**src/sv/mfr_pkg.sv**
```systemverilog
`timescale 1ns / 1ps

package mfr_pkg;

	// Fixed field widths.
	localparam int CountW = 9;

	// Input opcodes.
	localparam logic [1:0] OP_CHAR    = 2'd0;
	localparam logic [1:0] OP_TICK    = 2'd1;
	localparam logic [1:0] OP_RELEASE = 2'd2;

	// Receiver states, as reported in state_code.
	localparam logic [1:0] ST_IDLE = 2'd0;
	localparam logic [1:0] ST_RECV = 2'd1;
	localparam logic [1:0] ST_WAIT = 2'd2;

	// Configuration register indexes.
	localparam logic [1:0] CFG_HEAD_BYTE   = 2'd0;
	localparam logic [1:0] CFG_TAIL_BYTE   = 2'd1;
	localparam logic [1:0] CFG_HEADER_LEN  = 2'd2;
	localparam logic [1:0] CFG_IDLE_RELOAD = 2'd3;

	// Configuration reset values.
	localparam logic [7:0] HEAD_BYTE_RST   = 8'd104;
	localparam logic [7:0] TAIL_BYTE_RST   = 8'd22;
	localparam logic [4:0] HEADER_LEN_RST  = 5'd10;
	localparam logic [7:0] IDLE_RELOAD_RST = 8'd100;

	// Byte positions checked inside the header.
	localparam logic [CountW-1:0] SECOND_HEAD_POS = 9'd7;
	localparam logic [CountW-1:0] LENGTH_POS      = 9'd9;
	localparam logic [9:0]        TRAILER_LEN     = 10'd2;

	typedef struct packed {
		logic [7:0] head_byte;
		logic [7:0] tail_byte;
		logic [4:0] header_len;
		logic [7:0] idle_reload;
	} cfg_t;

	typedef struct packed {
		logic [1:0] opcode;
		logic [7:0] data_byte;
		logic       ninth_bit;
	} in_item_t;

	typedef struct packed {
		logic              store_valid;
		logic [7:0]        store_index;
		logic [7:0]        store_data;
		logic              parity_error;
		logic              frame_aborted;
		logic              frame_done;
		logic              channel_reset;
		logic [1:0]        state_code;
		logic [CountW-1:0] frame_count;
	} result_t;

endpackage

```
**src/sv/mfr_cfg.sv**
```systemverilog
`timescale 1ns / 1ps

module mfr_cfg (
	input  logic          clk,
	input  logic          arst_n,
	input  logic          cfg_valid,
	output logic          cfg_ready,
	input  logic [1:0]    cfg_index,
	input  logic [7:0]    cfg_data,
	output mfr_pkg::cfg_t cfg
);
	import mfr_pkg::*;

	cfg_t cfg_q;

	// Writes are taken in any cycle.
	assign cfg_ready = 1'b1;
	assign cfg       = cfg_q;

	// Register file with its reset values.
	always_ff @(posedge clk or negedge arst_n) begin
		if (!arst_n) begin
			cfg_q.head_byte   <= HEAD_BYTE_RST;
			cfg_q.tail_byte   <= TAIL_BYTE_RST;
			cfg_q.header_len  <= HEADER_LEN_RST;
			cfg_q.idle_reload <= IDLE_RELOAD_RST;
		end else if (cfg_valid) begin
			case (cfg_index)
				CFG_HEAD_BYTE:   cfg_q.head_byte   <= cfg_data;
				CFG_TAIL_BYTE:   cfg_q.tail_byte   <= cfg_data;
				CFG_HEADER_LEN:  cfg_q.header_len  <= cfg_data[4:0];
				CFG_IDLE_RELOAD: cfg_q.idle_reload <= cfg_data;
				default: ;
			endcase
		end
	end

endmodule

```
**src/sv/mfr_core.sv**
```systemverilog
`timescale 1ns / 1ps

module mfr_core #(
	parameter int BUF_DEPTH = 256
) (
	input  logic              clk,
	input  logic              arst_n,
	input  mfr_pkg::cfg_t     cfg,
	input  logic              item_valid,
	input  mfr_pkg::in_item_t item,
	output mfr_pkg::result_t  res
);
	import mfr_pkg::*;

	localparam logic [CountW-1:0] BufLimit = CountW'(BUF_DEPTH);

	logic [1:0]        state_q, state_d, state_start;
	logic [CountW-1:0] count_q, count_d, count_inc;
	logic [7:0]        second_head_q, second_head_d;
	logic [7:0]        length_q, length_d;
	logic [7:0]        timer_q, timer_d, timer_dec;
	logic [9:0]        done_limit;
	logic              parity_ok;

	// Next state and the result of the item now in the input register.
	always_comb begin
		state_d       = state_q;
		count_d       = count_q;
		second_head_d = second_head_q;
		length_d      = length_q;
		timer_d       = timer_q;
		res           = '0;
		parity_ok     = ((^item.data_byte) == item.ninth_bit);
		count_inc     = count_q + 1'b1;
		timer_dec     = timer_q - 1'b1;
		state_start   = state_q;
		done_limit    = '0;

		case (item.opcode)
			OP_CHAR: begin
				timer_d = cfg.idle_reload;
				if (!parity_ok) begin
					res.parity_error = 1'b1;
				end else begin
					if (state_q == ST_IDLE && item.data_byte == cfg.head_byte) begin
						state_start = ST_RECV;
					end
					state_d = state_start;
					if (state_start == ST_RECV && count_q < BufLimit) begin
						res.store_valid = 1'b1;
						res.store_index = count_q[7:0];
						res.store_data  = item.data_byte;
						if (count_q == SECOND_HEAD_POS) begin
							second_head_d = item.data_byte;
						end
						if (count_q == LENGTH_POS) begin
							length_d = item.data_byte;
						end
						count_d    = count_inc;
						done_limit = {2'b00, length_d} + {5'b00000, cfg.header_len}
							+ TRAILER_LEN;
						// Header checks start once the header is complete.
						if (count_inc > {4'b0000, cfg.header_len}) begin
							if (second_head_d != cfg.head_byte) begin
								state_d             = ST_IDLE;
								count_d             = '0;
								res.frame_aborted   = 1'b1;
							end else if ({1'b0, count_inc} >= done_limit
								&& item.data_byte == cfg.tail_byte) begin
								state_d        = ST_WAIT;
								res.frame_done = 1'b1;
							end
						end
					end
				end
			end
			OP_TICK: begin
				timer_d = timer_dec;
				if (timer_dec == 8'd0) begin
					state_d           = ST_IDLE;
					count_d           = '0;
					res.channel_reset = 1'b1;
				end
			end
			OP_RELEASE: begin
				if (state_q == ST_WAIT) begin
					state_d = ST_IDLE;
					count_d = '0;
				end
			end
			default: ;
		endcase

		res.state_code  = state_d;
		res.frame_count = count_d;
	end

	// Receiver state, updated once per processed item.
	always_ff @(posedge clk or negedge arst_n) begin
		if (!arst_n) begin
			state_q       <= ST_IDLE;
			count_q       <= '0;
			second_head_q <= '0;
			length_q      <= '0;
			timer_q       <= IDLE_RELOAD_RST;
		end else if (item_valid) begin
			state_q       <= state_d;
			count_q       <= count_d;
			second_head_q <= second_head_d;
			length_q      <= length_d;
			timer_q       <= timer_d;
		end
	end

	// A completed frame always leaves the receiver waiting.
	assert property (@(posedge clk) disable iff (!arst_n)
		(item_valid && res.frame_done) |=> (state_q == ST_WAIT))
		else $error("frame completion did not enter the wait state");

	// An abort returns to idle with an empty count.
	assert property (@(posedge clk) disable iff (!arst_n)
		(item_valid && res.frame_aborted) |=> (state_q == ST_IDLE && count_q == '0))
		else $error("abort left state or count behind");

	// A dropped character is never stored.
	assert property (@(posedge clk) disable iff (!arst_n)
		res.parity_error |-> !res.store_valid)
		else $error("character with bad parity was stored");

	// A release in the wait state frees the receiver.
	assert property (@(posedge clk) disable iff (!arst_n)
		(item_valid && item.opcode == OP_RELEASE && state_q == ST_WAIT)
		|=> (state_q == ST_IDLE && count_q == '0))
		else $error("release did not return to idle");

	// The count never runs past the buffer.
	assert property (@(posedge clk) disable iff (!arst_n)
		count_q <= BufLimit)
		else $error("byte count beyond buffer depth");

endmodule

```
**src/sv/meter_frame_receiver_unit.sv**
```systemverilog
`timescale 1ns / 1ps

// Meter frame receiver: takes one item per clock (a 9-bit UART character, a
// timer tick or a frame release) and returns exactly one result item per input
// item, passing the input register and then the result register. The whole
// frame check is a single combinational step between those two registers, so
// the sustained rate is one item per cycle as long as the result side keeps
// taking items. The result tells where to write the received byte in an
// external frame buffer and flags parity drops, header aborts, frame completion
// and inactivity timeouts. The user must write configuration through the cfg port
// only while the block is idle, which it does not enforce. Writes are accepted every cycle.
module meter_frame_receiver_unit #(
	parameter int BUF_DEPTH = 256
) (
	input  logic        clk,
	input  logic        arst_n,
	// Configuration write channel.
	input  logic        cfg_valid,
	output logic        cfg_ready,
	input  logic [1:0]  cfg_index,
	input  logic [7:0]  cfg_data,
	// Input items.
	input  logic        s_axis_tvalid,
	output logic        s_axis_tready,
	input  logic [15:0] s_axis_tdata,   // data_byte[7:0], ninth_bit[8], zero fill
	input  logic [1:0]  s_axis_tuser,   // opcode[1:0]
	// Result items.
	output logic        m_axis_tvalid,
	input  logic        m_axis_tready,
	output logic [31:0] m_axis_tdata,   // store_valid[0], store_index[8:1],
	                                    // store_data[16:9], parity_error[17],
	                                    // frame_aborted[18], channel_reset[19],
	                                    // state_code[21:20], frame_count[30:22]
	output logic        m_axis_tlast    // frame_done
);
	import mfr_pkg::*;

	cfg_t     cfg;
	in_item_t in_s1;
	logic     in_valid_s1;
	result_t  res_comb;
	result_t  res_s2;
	logic     out_valid_s2;
	logic     advance;

	mfr_cfg u_cfg (
		.clk       (clk),
		.arst_n    (arst_n),
		.cfg_valid (cfg_valid),
		.cfg_ready (cfg_ready),
		.cfg_index (cfg_index),
		.cfg_data  (cfg_data),
		.cfg       (cfg)
	);

	// The pipeline moves whenever the result register is free or being taken.
	assign advance       = !out_valid_s2 || m_axis_tready;
	assign s_axis_tready = !in_valid_s1 || advance;

	// Input register.
	always_ff @(posedge clk or negedge arst_n) begin
		if (!arst_n) begin
			in_valid_s1 <= 1'b0;
		end else if (s_axis_tready) begin
			in_valid_s1 <= s_axis_tvalid;
		end
	end

	always_ff @(posedge clk) begin
		if (s_axis_tready && s_axis_tvalid) begin
			in_s1.opcode    <= s_axis_tuser;
			in_s1.data_byte <= s_axis_tdata[7:0];
			in_s1.ninth_bit <= s_axis_tdata[8];
		end
	end

	mfr_core #(
		.BUF_DEPTH (BUF_DEPTH)
	) u_core (
		.clk        (clk),
		.arst_n     (arst_n),
		.cfg        (cfg),
		.item_valid (in_valid_s1 && advance),
		.item       (in_s1),
		.res        (res_comb)
	);

	// Result register.
	always_ff @(posedge clk or negedge arst_n) begin
		if (!arst_n) begin
			out_valid_s2 <= 1'b0;
		end else if (advance) begin
			out_valid_s2 <= in_valid_s1;
		end
	end

	always_ff @(posedge clk) begin
		if (advance && in_valid_s1) begin
			res_s2 <= res_comb;
		end
	end

	// Pack the result onto the output channel.
	assign m_axis_tvalid = out_valid_s2;
	assign m_axis_tlast  = res_s2.frame_done;
	assign m_axis_tdata  = {
		1'b0,
		res_s2.frame_count,
		res_s2.state_code,
		res_s2.channel_reset,
		res_s2.frame_aborted,
		res_s2.parity_error,
		res_s2.store_data,
		res_s2.store_index,
		res_s2.store_valid
	};

endmodule

```
**config.mk**
```make
export PLATFORM = sky130hd
export DESIGN_NAME = meter_frame_receiver_unit
export DESIGN_NICKNAME = d
export VERILOG_FILES = /design/src/sv/mfr_pkg.sv /design/src/sv/mfr_cfg.sv /design/src/sv/mfr_core.sv /design/src/sv/meter_frame_receiver_unit.sv
export SDC_FILE = /design/constraint.sdc
export NUM_CORES = 1
export LEC_CHECK = 0
export ABC_AREA = 1
export BUFFER_PORTS_ARGS = -buffer_cell sky130_fd_sc_hd__buf_2
export CELL_PAD_IN_SITES_DETAIL_PLACEMENT = 1
export CELL_PAD_IN_SITES_GLOBAL_PLACEMENT = 2
export CORE_MARGIN = 2
export CORE_UTILIZATION = 36
export DETAILED_ROUTE_END_ITERATION = 8
export PLACE_DENSITY_LB_ADDON = 0.1
export SLEW_MARGIN = 10
export SYNTH_ARGS = -nofsm -noshare
export SYNTH_HDL_FRONTEND = slang
export SYNTH_SLANG_ARGS = --single-unit
```
**constraint.sdc**
```tcl
create_clock -name clk -period 5.1 [get_ports clk]
set_input_delay 1.02 -clock clk [delete_from_list [all_inputs] [get_ports clk]]
set_output_delay 1.02 -clock clk [all_outputs]
set_load 0.05 [all_outputs]
```
==> results_dict.tcl <==
set metrics [dict create \
    status "finished clean" \
    p_int_w 0.00171 \
    synthCells 749 \
    first_iter_violations 189 \
    tns_ns 0 \
    whs_ns 0.494 \
    rr_startpoint "u_core.count_q[6]$_DFFE_PN0P_" \
    dp_hpwl_um 12700 \
    pwr-share-clk 0.286 \
    drc 0 \
    hold_class "reg -> reg" \
    final_common_cell "nand2_1" \
    vdd.ir_drop.worst_mv 0.163 \
    crit_path_max_incr_delay_ns 0.44 \
    cpMostUsedCell "nand2_1" \
    grt_pass1_vias 5201 \
    whs_endpoint "u_cfg.cfg[5]$_DFFE_PN1P_" \
    rows 48 \
    syn_to_final_growth_pct 12.7 \
    coreArea_um2 17100 \
    wl_met2_um 8080 \
    r2r_cells 25 \
    tightestPinTransition_ns 0.975 \
    critPathRequiredTime_ns 5.19 \
    hold_depth 2 \
    p_sw_w 0.000902 \
    grt_antenna_before_repair 0 \
    ys_ff_latch 109 \
    initial_core_util 0.365 \
    die_w_um 136 \
    drive_gt1_frac 0.176 \
    cts_resized 0 \
    n_antenna_cell 0 \
    cp_max_fo 13 \
    critPathCaptureType "register" \
    grt_first_pass_wirelength_um 27000 \
    die_h_um 136 \
    p_leak_nw 3.42 \
    final_nets 862 \
    io_pins 69 \
    clock-root-buffer "clkbuf_16" \
    vias 5034 \
    portBuffers 59 \
    slew_headroom 0.350 \
    drtPass1Iterations 4 \
    comb_power_share 0.271 \
    cts_tree "yes" \
    postCtsHoldBufs 0 \
    synth_area_leaders "dfrtp_1 (21%), edfxtp_1 (21%), nand2_1 (12%)" \
    synth_seq_area_share 0.473 \
    skew_ns 0.00925 \
    critPathKind "reg -> reg" \
    worstSetupStartpoint "u_core.count_q[6]$_DFFE_PN0P_" \
    period_share 0.870 \
    postCtsSetupBuffers 0 \
    cp_num_buf_inv 3 \
    yosys_warnings 0 \
    r2r-end "m_axis_tdata[21]$_DFFE_PP_" \
    sw_frac_of_total 0.345 \
    wl_per_cell_um 16.0 \
    htree_levels 3 \
    min_period_ns 4.44 \
    antenna_left 0 \
    clock_path_buffers 2 \
    r2r_setup_slack_ns 0.66 \
    grt_util_all_layers 0.192 \
    overflow 0 \
    slew_viol_final 0 \
    syn_area_um2 6250 \
    gp_congestion 0.836 \
    grt_max_degree 37 \
    worstSkewPairLatency_ns 0.36 \
    n_fill_cell 2089 \
    synth_cell_types 40 \
    slowest_stage "dfrtp_1" \
    netlist.top_cell.by_area "dfrtp_1" \
    p_per_area_nw_per_um2 371 \
    dr.max_layer_used "met4" \
    final_cell_mix "nand2_1 (205), inv_1 (76), nand3_1 (62)" \
    syn_nets 808 \
    cp-start-kind "register" \
    hold_violations 0 \
    rsz0062_at_grt "false" \
    worst-endpoint-arrival_ns 4.53 \
    clkSlewWorstSetupHoldPaths_ns 0.07 \
    dieArea_um2 18400 \
    max_cap_viol_count 0 \
    drt-met1-wl_um 7750 \
    wl_met3_um 447 \
    holdCritStartpoint "u_cfg.cfg[5]$_DFFE_PN1P_" \
    cts_buffers 9 \
    wirelength_um 16600 \
    setup_viol 0 \
    critPathTopFamily "simple AND/OR/NAND/NOR gates" \
    vias_per_cell 4.87 \
    cts.sink_count 109 \
    synth_top_area_share 0.208 \
    syn_area_per_cell_um2 8.35 \
    fmax_ghz 0.225 \
    p_seq_frac 0.442 \
]
[power by group through the flow]
| stage | logic (W) | registers [W] | clock network, W |
|---|---|---|---|
| floorplan | 0.000439 | 0.00125 | 0 |
| global placement | 0.000695 | 0.00117 | 0 |
| detailed placement | 0.000717 | 0.00117 | 0 |
| CTS | 0.000721 | 0.00116 | 0.000771 |
| global route | 0.000807 | 0.00117 | 0.000799 |
| finish | 0.000708 | 0.00116 | 0.000748 |
[per-layer routing]
metal / track usage / vias up
li1: - / 2524
met5: 0 / -
met3: 0.0284 / 20
met4: 0.0573 / 0
met2: 0.331 / 62
met1: 0.251 / 2428
[cell families (layout without fill, tap and decap cells)]
logic type                 count (synthesis)  after routing  synth area share
and+or+nand+nor                          377            377             0.273
other                                      2              2           0.00120
AOI/OAI and AO/OA                         93             93            0.0810
DFF                                      109            109             0.473
buffers and inverters                    112            171            0.0756
adders and majority gates                 26             26            0.0532
xor gates and xnor gates                  30             30            0.0420
[cell usage after synthesis, drive strengths merged]
library cell	count
nand4	10
o21a	1
dfrtp	52
buf	13
a31oi	4
nor2	68
nand3b	1
o22ai	3
a21oi	13
dfstp	14
nand3	66
ha	25
inv	90
clkbuf	9
o31ai	1
o221ai	1
nor3	2
o211ai	6
nor3b	1
xnor2	17
edfxtp	43
fa	1
a21boi	2
xor2	13
conb	2
nand2	229
o21ai	62
[worst max-delay path by stage]
stage / endpoint / slack, ns / depth (start not counted)
5_1_grt: m_axis_tdata[21]$_DFFE_PP_ / 0.17 / 26
4_1_cts: m_axis_tdata[21]$_DFFE_PP_ / 0.57 / 26
3_3_place_gp: m_axis_tdata[21]$_DFFE_PP_ / 0.70 / 26
6_report: m_axis_tdata[21]$_DFFE_PP_ / 0.66 / 25
2_1_floorplan: m_axis_tdata[21]$_DFFE_PP_ / 1.08 / 27
3_5_place_dp: m_axis_tdata[21]$_DFFE_PP_ / 0.60 / 26
[per-stage QoR]
step | total power [W] | setup slack, ns | instance area [um^2] | instances | utilization
after floorplan | 0.00169 | 1.08 | 6250 | 749 | -
after global placement | 0.00187 | 0.702 | 6740 | 1017 | 0.394
after detailed placement | 0.00189 | 0.599 | 6740 | 1017 | 0.394
after CTS | 0.00265 | 0.570 | 7050 | 1033 | 0.412
after global routing | 0.00278 | 0.167 | 7050 | 1033 | 0.412
final | 0.00261 | 0.662 | 7050 | 1033 | 0.412
[final cells by class]
| type | instances | area (um^2) | share of cell area |
|---|---|---|---|
| flip-flops and latches | 109 | 2960 | 0.420 |
| clock inverters | 6 | 78.8 | 0.0112 |
| clock buffers | 10 | 229 | 0.0325 |
| multi-input cells | 528 | 2820 | 0.400 |
| inverters | 90 | 338 | 0.0479 |
| well taps | 225 | 282 | 0.0400 |
| repair buffers | 65 | 340 | 0.0483 |
[worst min-delay path: stages, from the launching register on]
cell and delay (ns):
dfstp_2 0.37, nand2_1 0.05, o21ai_0 0.07
[sequential cells by signal, summed over array words and instances, names as in the netlist]
register              cells
m_axis_tvalid             1
in_s1                    11
m_axis_tlast              1
u_cfg.cfg                29
u_core.timer_q            8
u_core.count_q            9
in_valid_s1               1
m_axis_tdata             31
u_core.length_q           8
u_core.second_head_q      8
u_core.state_q            2
Note: power is estimated with default switching activity, not from simulation.
